==> src/rtl/rpcb_pkg.sv <==
// shared constants, codes and types of the pointer chain builder
package rpcb_pkg;

   localparam int MAX_ELEMENTS_DEF = 1024;

   // fixed field widths
   localparam int LINK_W = 11;
   localparam int SUM_W  = 20;
   localparam int OP_W   = 2;
   localparam int STAT_W = 2;
   localparam int SEED_W = 64;
   localparam int LEN_W  = 11;

   // csr bus
   localparam int CSR_AW = 4;
   localparam int CSR_DW = 64;
   localparam logic [CSR_AW-1:0] CSR_SEED_ADDR = 4'h0;
   localparam logic [CSR_AW-1:0] CSR_LEN_ADDR  = 4'h8;
   localparam logic [SEED_W-1:0] SEED_RESET    = 64'd1;
   localparam logic [LEN_W-1:0]  LEN_RESET     = 11'd1024;

   // xorshift shift amounts
   localparam int XS_A = 21;
   localparam int XS_B = 35;
   localparam int XS_C = 4;

   // remainder bits resolved per cycle
   localparam int MOD_STEPS = 8;

   localparam logic [OP_W-1:0] OP_BUILD = 2'd0;
   localparam logic [OP_W-1:0] OP_READ  = 2'd1;
   localparam logic [OP_W-1:0] OP_CHASE = 2'd2;

   localparam logic [STAT_W-1:0] ST_OK        = 2'd0;
   localparam logic [STAT_W-1:0] ST_NOT_BUILT = 2'd1;
   localparam logic [STAT_W-1:0] ST_RANGE     = 2'd2;

   typedef struct packed {
      logic busy;
      logic done;
   } mod_stat_type;

endpackage

==> src/rtl/rpcb_mod.sv <==
// iterative 64-bit by narrow modulo unit, several remainder bits per cycle
module rpcb_mod #(
   parameter int AW = 11
) (
   input  logic                          clock,
   input  logic                          reset,
   input  logic                          start,
   input  logic [rpcb_pkg::SEED_W-1:0]   dividend,
   input  logic [AW-1:0]                 divisor,
   output rpcb_pkg::mod_stat_type        stat,
   output logic [AW-1:0]                 remainder
);
   localparam int CYCLES = rpcb_pkg::SEED_W / rpcb_pkg::MOD_STEPS;
   localparam int CW     = $clog2(CYCLES);

   logic [rpcb_pkg::SEED_W-1:0] q_ff, q_in;
   logic [AW-1:0]               rem_ff, rem_in;
   logic [CW-1:0]               cnt_ff;
   logic                        busy_ff, done_ff;

   // shift-subtract steps on the current chunk
   always_comb begin
      logic [AW:0] t;
      q_in   = q_ff;
      rem_in = rem_ff;
      for (int k = 0; k < rpcb_pkg::MOD_STEPS; k++) begin
         t = {rem_in, q_in[rpcb_pkg::SEED_W-1]};
         q_in = {q_in[rpcb_pkg::SEED_W-2:0], 1'b0};
         if (t >= {1'b0, divisor}) begin
            t = t - {1'b0, divisor};
         end
         rem_in = t[AW-1:0];
      end
   end

   always_ff @(posedge clock) begin
      if (reset) begin
         busy_ff <= 1'b0;
         done_ff <= 1'b0;
         cnt_ff  <= '0;
      end else begin
         done_ff <= 1'b0;
         if (start) begin
            busy_ff <= 1'b1;
            cnt_ff  <= '0;
         end else if (busy_ff) begin
            cnt_ff <= cnt_ff + 1'b1;
            if (cnt_ff == CW'(CYCLES - 1)) begin
               busy_ff <= 1'b0;
               done_ff <= 1'b1;
            end
         end
      end
   end

   always_ff @(posedge clock) begin
      if (start) begin
         q_ff   <= dividend;
         rem_ff <= '0;
      end else if (busy_ff) begin
         q_ff   <= q_in;
         rem_ff <= rem_in;
      end
   end

   assign stat.busy = busy_ff;
   assign stat.done = done_ff;
   assign remainder = rem_ff;
endmodule

==> config.mk <==
export PLATFORM = sky130hd
export DESIGN_NAME = rpcb_mod
export DESIGN_NICKNAME = d
export VERILOG_FILES = /design/src/rtl/rpcb_pkg.sv /design/src/rtl/rpcb_mod.sv
export SDC_FILE = /design/constraint.sdc
export NUM_CORES = 1
export LEC_CHECK = 0
export BUFFER_PORTS_ARGS = -buffer_cell sky130_fd_sc_hd__buf_2
export CORE_MARGIN = 8
export CORE_UTILIZATION = 30
export CTS_CLUSTER_SIZE = 40
export DETAILED_ROUTE_END_ITERATION = 8
export GPL_TIMING_DRIVEN = 1
export MAX_ROUTING_LAYER = met4
export SETUP_SLACK_MARGIN = 0.4
export SLEW_MARGIN = 20
export SYNTH_ARGS = -nofsm -noshare
export SYNTH_HDL_FRONTEND = slang
export SYNTH_SLANG_ARGS = --single-unit
==> constraint.sdc <==
create_clock -name clock -period 61 [get_ports clock]
set_input_delay 6.1 -clock clock [delete_from_list [all_inputs] [get_ports clock]]
set_output_delay 6.1 -clock clock [all_outputs]
set_load 0.05 [all_outputs]
==> reports/summary.md, run 1 <==
## Status
- **run status** finished, final reports clean

## STA
- **final number of hold-violating endpoints** 0
- **worst-margin pin slew** 0.980 ns
- **# setup viols final** 0
- **maximum clock skew at final layout** 0.00555 ns
- **total negative slack** 0 ns
- **tightest hold margin** 0.538 ns
- **Final WS setup** 34.23 ns
- **setup repair after global routing missed its margin** no
- **slew margin rel.** 34.7%
- **Slew Viols, Final** 0
- **portion of the clock cycle consumed by the worst path in the final layout** 43.9%
- **final critical delay including setup and external delays** 26.77 ns
- **highest clock rate** 37.4 MHz

## Detailed routing
- **antenna viol nets, final** 0
- **per-cell via count in the routed design** 5.17
- **count of vias placed by the detailed router** 6948
- **First-pass DRT Iterations** 5
- **residual DRC count** 0
- **mean routed wirelength per cell** 16.9 um
- **Detailed Route Iter0 Violations** 414
- **Routed Wire Length** 22700 um

## Layout
- **fraction of layout cells with a size suffix above 1** 24.7%
- **final design utilization** 34.3%
- **Area Overhead vs Synth** 13.4%
- **final net count** 1126

## Worst setup path
- **endpoint class of the critical path** register
- **worst-path cell with the longest stage delay** sky130_fd_sc_hd__o31ai_1
- **arrival time of the worst setup path** 26.99 ns
- **most repeated library cell on the critical path** sky130_fd_sc_hd__a21oi_1
- **cell family with most CP delay** compound AO/OA/AOI/OAI gates
- **maximum single-stage delay on the critical path** 0.62 ns
- **data required time of the worst path** 61.22 ns
- **critical path type** primary input to register
- **Max Fanout on Critical Path** 17
- **number of buffers and inverters on the critical path** 3
- **startpoint type of the worst setup path** primary input

## Yosys
- **netlist area before placement** 8360 sq um
- **post-synthesis async set-or-reset flop share** 0%
- **Commonest cells post-synth** sky130_fd_sc_hd__mux2_2 (106), sky130_fd_sc_hd__ha_1 (90), sky130_fd_sc_hd__edfxtp_1 (64)
- **syn avg cell area** 9.58 sq um
- **synth warn** 0
- **top cell type's share of synthesized area** 23.0%
- **most numerous cell in the Yosys netlist** sky130_fd_sc_hd__mux2_2
- **number of enable-type register cells in the synthesized netlist** 64
- **cell accounting for the most synthesized area** sky130_fd_sc_hd__edfxtp_1
- **total nets after synthesis** 1048
- **proportion of synthesized chip area in sequential cells** 26.8%
- **number of synthesized register bits** 80
- **count of distinct cell types in the synthesized netlist** 79
- **most common flop cell mapped by yosys** sky130_fd_sc_hd__edfxtp_1
- **count of mapped cells out of synthesis** 872
- **largest cells by area after synthesis** sky130_fd_sc_hd__edfxtp_1 (23%), sky130_fd_sc_hd__mux2_2 (14%), sky130_fd_sc_hd__ha_1 (13%)

## CTS
- **insertion delay of the later-clocked pin in the worst-skew pair** 0.34 ns
- **Resize count post-CTS** 0
- **H-tree lvl count** 3
- **clock-pin slew on the worst setup and hold paths** 0.06 ns
- **clock root buffer** sky130_fd_sc_hd__clkbuf_16
- **TritonCTS clock tree** yes
- **number of hold buffers added after CTS** 0
- **buffer levels on the longest clock path** 2
- **number of buffers added by the clock tree synthesis step** 9
- **TritonCTS Sinks** 80
- **setup bufs post-CTS** 0

## Floorplanning
- **starting density of the core** 30.2%
- **Top Ports** 91
- **Row Count** 61
- **Die Ht** 183 um
- **Die Outline Area** 33500 sq um
- **horizontal extent of the die** 183 um
- **floorplan core area** 27600 sq um

## GRT
- **Top Usage Layer GRT** met2
- **GRT Util Overall** 13.8%
- **number of global-route vias before repair** 6924
- **total gr overflow** 0
- **global routing met1 resource utilization** 17.0%
- **met3 usage in global routing** 4.27%
- **met2 Track Usage GR** 20.9%
- **antenna violations before repair** 10
- **maximum number of pins on one net before global-route repair** 86
- **wire length of the first global-routing pass** 36000 um

## Run
- **max capacitance violation total** 0

## Placement
- **number of buffers added on ports** 90
- **worst-case setup slack after placement** 34.12 ns
- **DP HPWL** 17500 um
- **Final Wtd Congestion** 0.904

## Worst hold path
- **min-delay worst type** register to register

[path summary, 6_finish.rpt]
check | endpoint | slack, ns | cells past startpoint | from
setup / recovery | remainder[1]$_SDFFE_PP0P_ | 34.23 | 81 | divisor[7]
hold / removal | remainder[9]$_SDFFE_PP0P_ | 0.54 | 2 | remainder[9]$_SDFFE_PP0P_
setup reg to reg | remainder[1]$_SDFFE_PP0P_ | 39.84 | 81 | q_ff[63]$_DFFE_PP_
hold reg to reg | remainder[9]$_SDFFE_PP0P_ | 0.54 | 2 | remainder[9]$_SDFFE_PP0P_
[sequential cells by signal, summed over array words and instances, names as in the netlist]
name       flops
busy_ff        1
remainder     11
done_ff        1
q_ff          64
cnt_ff         3
[placed cells by master, fill, tap and decap left out, types with 9 or more instances in the layout]
master	synthesis	final
sky130_fd_sc_hd__o21ai_0	37	37
sky130_fd_sc_hd__a211oi_1	9	9
sky130_fd_sc_hd__or3_1	9	9
sky130_fd_sc_hd__a21o_1	22	22
sky130_fd_sc_hd__clkbuf_16	0	10
sky130_fd_sc_hd__nor2_1	59	59
sky130_fd_sc_hd__a311oi_1	9	9
sky130_fd_sc_hd__diode_2	0	11
sky130_fd_sc_hd__a21oi_1	50	50
sky130_fd_sc_hd__nor2b_1	10	10
sky130_fd_sc_hd__nand4_1	16	16
sky130_fd_sc_hd__o21a_1	9	9
sky130_fd_sc_hd__xor2_1	24	24
sky130_fd_sc_hd__buf_2	6	89
sky130_fd_sc_hd__ha_1	90	90
sky130_fd_sc_hd__inv_1	59	59
sky130_fd_sc_hd__mux2i_1	17	17
sky130_fd_sc_hd__mux2_2	106	106
sky130_fd_sc_hd__nand3_1	11	11
sky130_fd_sc_hd__and2_1	10	10
sky130_fd_sc_hd__nand2_1	50	50
sky130_fd_sc_hd__nor3_1	14	14
sky130_fd_sc_hd__a31oi_1	9	9
sky130_fd_sc_hd__dfxtp_1	16	16
sky130_fd_sc_hd__a21boi_0	9	9
sky130_fd_sc_hd__xnor2_1	30	30
sky130_fd_sc_hd__edfxtp_1	64	64
[per-stage QoR]
stage / instance area, sq um / std cells
after floorplan: 8360 / 872
after global placement: 9160 / 1317
after detailed placement: 9160 / 1317
after CTS: 9450 / 1333
after global routing: 9470 / 1343
final: 9480 / 1344
[cell type report]
type | instances | area [sq um]
well taps | 378 | 473
flip-flops and latches | 80 | 2240
inverters | 59 | 221
clock inverters | 4 | 28.8
repair buffers | 93 | 475
clock buffers | 12 | 258
fillers | 2844 | 18200
multi-input cells | 707 | 5750
diodes | 11 | 27.5
[logic make-up (layout without fill, tap and decap cells)]
family | count (synthesis) | count (layout) | synth area share (%)
AND/OR/NAND/NOR | 222 | 222 | 13.8
AO/OA/AOI/OAI | 205 | 205 | 16.6
multiplexers | 128 | 128 | 17.3
adder cells (fa/ha/maj) | 98 | 98 | 15.4
buffers and inverters | 85 | 168 | 4.36
flip-flops | 80 | 80 | 26.8
XOR/XNOR | 54 | 54 | 5.66
other | 0 | 11 | 0
[per-layer routing]
layer	wire length, um	up-vias
met2	9850	210
li1	-	3440
met5	0	-
met4	795	0
met1	10300	3249
met3	1720	49
[worst reg2reg max path: cells and delay by family, from the launching register on]
family / cells / cell delay (ns)
buffers and inverters: 2 / 0.22
adders and majority gates: 9 / 3.35
DFF: 1 / 0.41
muxes: 6 / 2.39
and+or+nand+nor: 16 / 3.18
AOI/OAI and AO/OA: 48 / 11.46
Power of run 1 is not shown: default switching activity piles up to over one toggle a cycle in this logic, so the estimate is an artifact.
==> run 2, diff against run 1 <==
Clock period 61 ns to 24.2 ns, I/O delays scaled along.
==> reports/summary.md, run 2 (same netlist as run 1, synthesis figures left out) <==
## Floorplanning
- **Top Ports** 91, unchanged
- **floorplan core area** 27600 sq um, unchanged
- **Die Outline Area** 33500 sq um, unchanged
- **Die Ht** 183 um, unchanged
- **Row Count** 61, unchanged
- **starting density of the core** 30.2%, unchanged
- **horizontal extent of the die** 183 um, unchanged

## Layout
- **most frequent cells in the layout** sky130_fd_sc_hd__mux2_2 (106), sky130_fd_sc_hd__ha_1 (90), sky130_fd_sc_hd__buf_2 (89)
- **max reg flops** 64, unchanged
- **Area Overhead vs Synth** 15.0%
- **fraction of layout cells with a size suffix above 1** 25.7%, +0.96 points
- **Biggest register** q_ff
- **final net count** 1134, +0.71%
- **commonest non-fill, non-tap cell in the layout** sky130_fd_sc_hd__mux2_2

## STA
- **final number of hold-violating endpoints** 0, unchanged
- **slew margin rel.** 34.7%, +0.088 points
- **portion of the clock cycle consumed by the worst path in the final layout** 91.6%
- **# setup viols final** 0, unchanged
- **Slew Viols, Final** 0, unchanged
- **total negative slack** 0 ns, unchanged
- **worst-margin pin slew** 0.979 ns, -0.00133 ns
- **maximum clock skew at final layout** 0.00584 ns, +0.000289 ns
- **highest clock rate** 45.1 MHz
- **setup repair after global routing missed its margin** no
- **final critical delay including setup and external delays** 22.18 ns

## Run
- **max capacitance violation total** 0, unchanged

## Detailed routing
- **First-pass DRT Iterations** 5, unchanged
- **Routed Wire Length** 23100 um, +1.8%
- **residual DRC count** 0, unchanged
- **mean routed wirelength per cell** 17.1 um, +1.3%
- **antenna viol nets, final** 0, unchanged
- **count of vias placed by the detailed router** 6946, -0.029%
- **Detailed Route Iter0 Violations** 433, +4.6%
- **per-cell via count in the routed design** 5.14, -0.55%

## CTS
- **H-tree lvl count** 3, unchanged
- **insertion delay of the later-clocked pin in the worst-skew pair** 0.34 ns, about the same
- **number of hold buffers added after CTS** 0, unchanged
- **buffer levels on the longest clock path** 2, unchanged
- **TritonCTS Sinks** 80, unchanged
- **number of buffers added by the clock tree synthesis step** 9, unchanged
- **clock-pin slew on the worst setup and hold paths** 0.06 ns, about the same
- **clock root buffer** sky130_fd_sc_hd__clkbuf_16
- **TritonCTS clock tree** yes

## Placement
- **Final Wtd Congestion** 0.911, +0.76%
- **number of buffers added on ports** 90, unchanged
- **DP HPWL** 17800 um, +1.5%

## Worst hold path
- **startpoint of the lowest-slack hold path** cnt_ff[0]$_SDFFE_PP0P_
- **depth of the worst hold-timing path** 2, unchanged
- **min-delay worst type** register to register
- **end of the worst hold path** cnt_ff[0]$_SDFFE_PP0P_

## Worst setup path
- **critical path type** primary input to register
- **startpoint of the worst-slack reg-to-reg timing path** q_ff[63]$_DFFE_PP_
- **arrival time of the worst setup path** 22.40 ns, -4.59 ns
- **most repeated library cell on the critical path** sky130_fd_sc_hd__a21oi_1
- **maximum single-stage delay on the critical path** 0.48 ns, -0.14 ns
- **depth of the worst register-to-register path** 83, +2.5%
- **worst-path cell with the longest stage delay** sky130_fd_sc_hd__fa_1
- **endpoint of the lowest-slack register-to-register path** remainder[1]$_SDFFE_PP0P_
- **Max Fanout on Critical Path** 17, unchanged
- **endpoint class of the critical path** register
- **data required time of the worst path** 24.42 ns, -36.80 ns
- **worst reg2reg setup slack** 3.94 ns, -35.90 ns
- **startpoint type of the worst setup path** primary input

## GRT
- **GRT Util Overall** 14.0%, +0.15 points
- **number of global-route vias before repair** 6838, -1.2%
- **maximum number of pins on one net before global-route repair** 86, unchanged
- **total gr overflow** 0, unchanged
- **wire length of the first global-routing pass** 36300 um, +0.77%
- **antenna violations before repair** 10, unchanged

## Status
- **run status** finished, final reports clean

-- run 2: worst max-delay path, delay by kind of cell --
family,cells,cell delay [ns]
AOI/OAI and AO/OA,47,10.07
muxes,7,2.74
and+or+nand+nor,17,3.29
adders and majority gates,9,3.24
buffers and inverters,3,0.57
-- run 2: final cells by class --
cell class / count / area [sq um]
clock inverters: 5 / 106
inverters: 59 / 225
diodes: 11 / 27.5
well taps: 378 / 473
multi-input cells: 707 / 5770
fillers: 2871 / 18000
repair buffers: 101 / 536
flip-flops and latches: 80 / 2240
clock buffers: 10 / 229
-- run 2: worst max path at each step --
| stage | start | to | slack [ns] |
|---|---|---|---|
| after floorplan | divisor[0] | remainder[1]$_SDFFE_PP0P_ | 3.98 |
| after global placement | divisor[0] | remainder[1]$_SDFFE_PP0P_ | 1.46 |
| after detailed placement | divisor[0] | remainder[1]$_SDFFE_PP0P_ | 0.99 |
| after CTS | divisor[0] | remainder[1]$_SDFFE_PP0P_ | 1.29 |
| after global routing | divisor[4] | remainder[1]$_SDFFE_PP0P_ | 0.39 |
| final | divisor[0] | remainder[1]$_SDFFE_PP0P_ | 2.02 |
-- run 2: stage by stage --
step / util, % / worst slack [ns] / hold WS, ns / cells / cell area (sq um)
after global routing: 34.8 / 0.391 / 0.558 / 1350 / 9610
after CTS: 34.4 / 1.29 / 0.531 / 1334 / 9510
after detailed placement: 33.2 / 0.985 / 0.522 / 1319 / 9180
final: 34.8 / 2.02 / 0.528 / 1351 / 9610
after global placement: 33.2 / 1.46 / 0.511 / 1319 / 9180
after floorplan: - / 3.98 / 0.497 / 872 / 8360
-- run 2: metal layers --
layer  track usage [%]  wire, um  share of wire, %
met4              3.74       401               1.7
met2              21.8     10300                45
met3              4.00      1820               7.9
met1              17.6     10600                46
met5                 -         0                 0
-- run 2: timing repair --
item	CTS	global route
setup buffers	0	6
setup endpoints to repair	0	11
gates resized for setup	0	6
Power of run 2 is left out for the same reason.
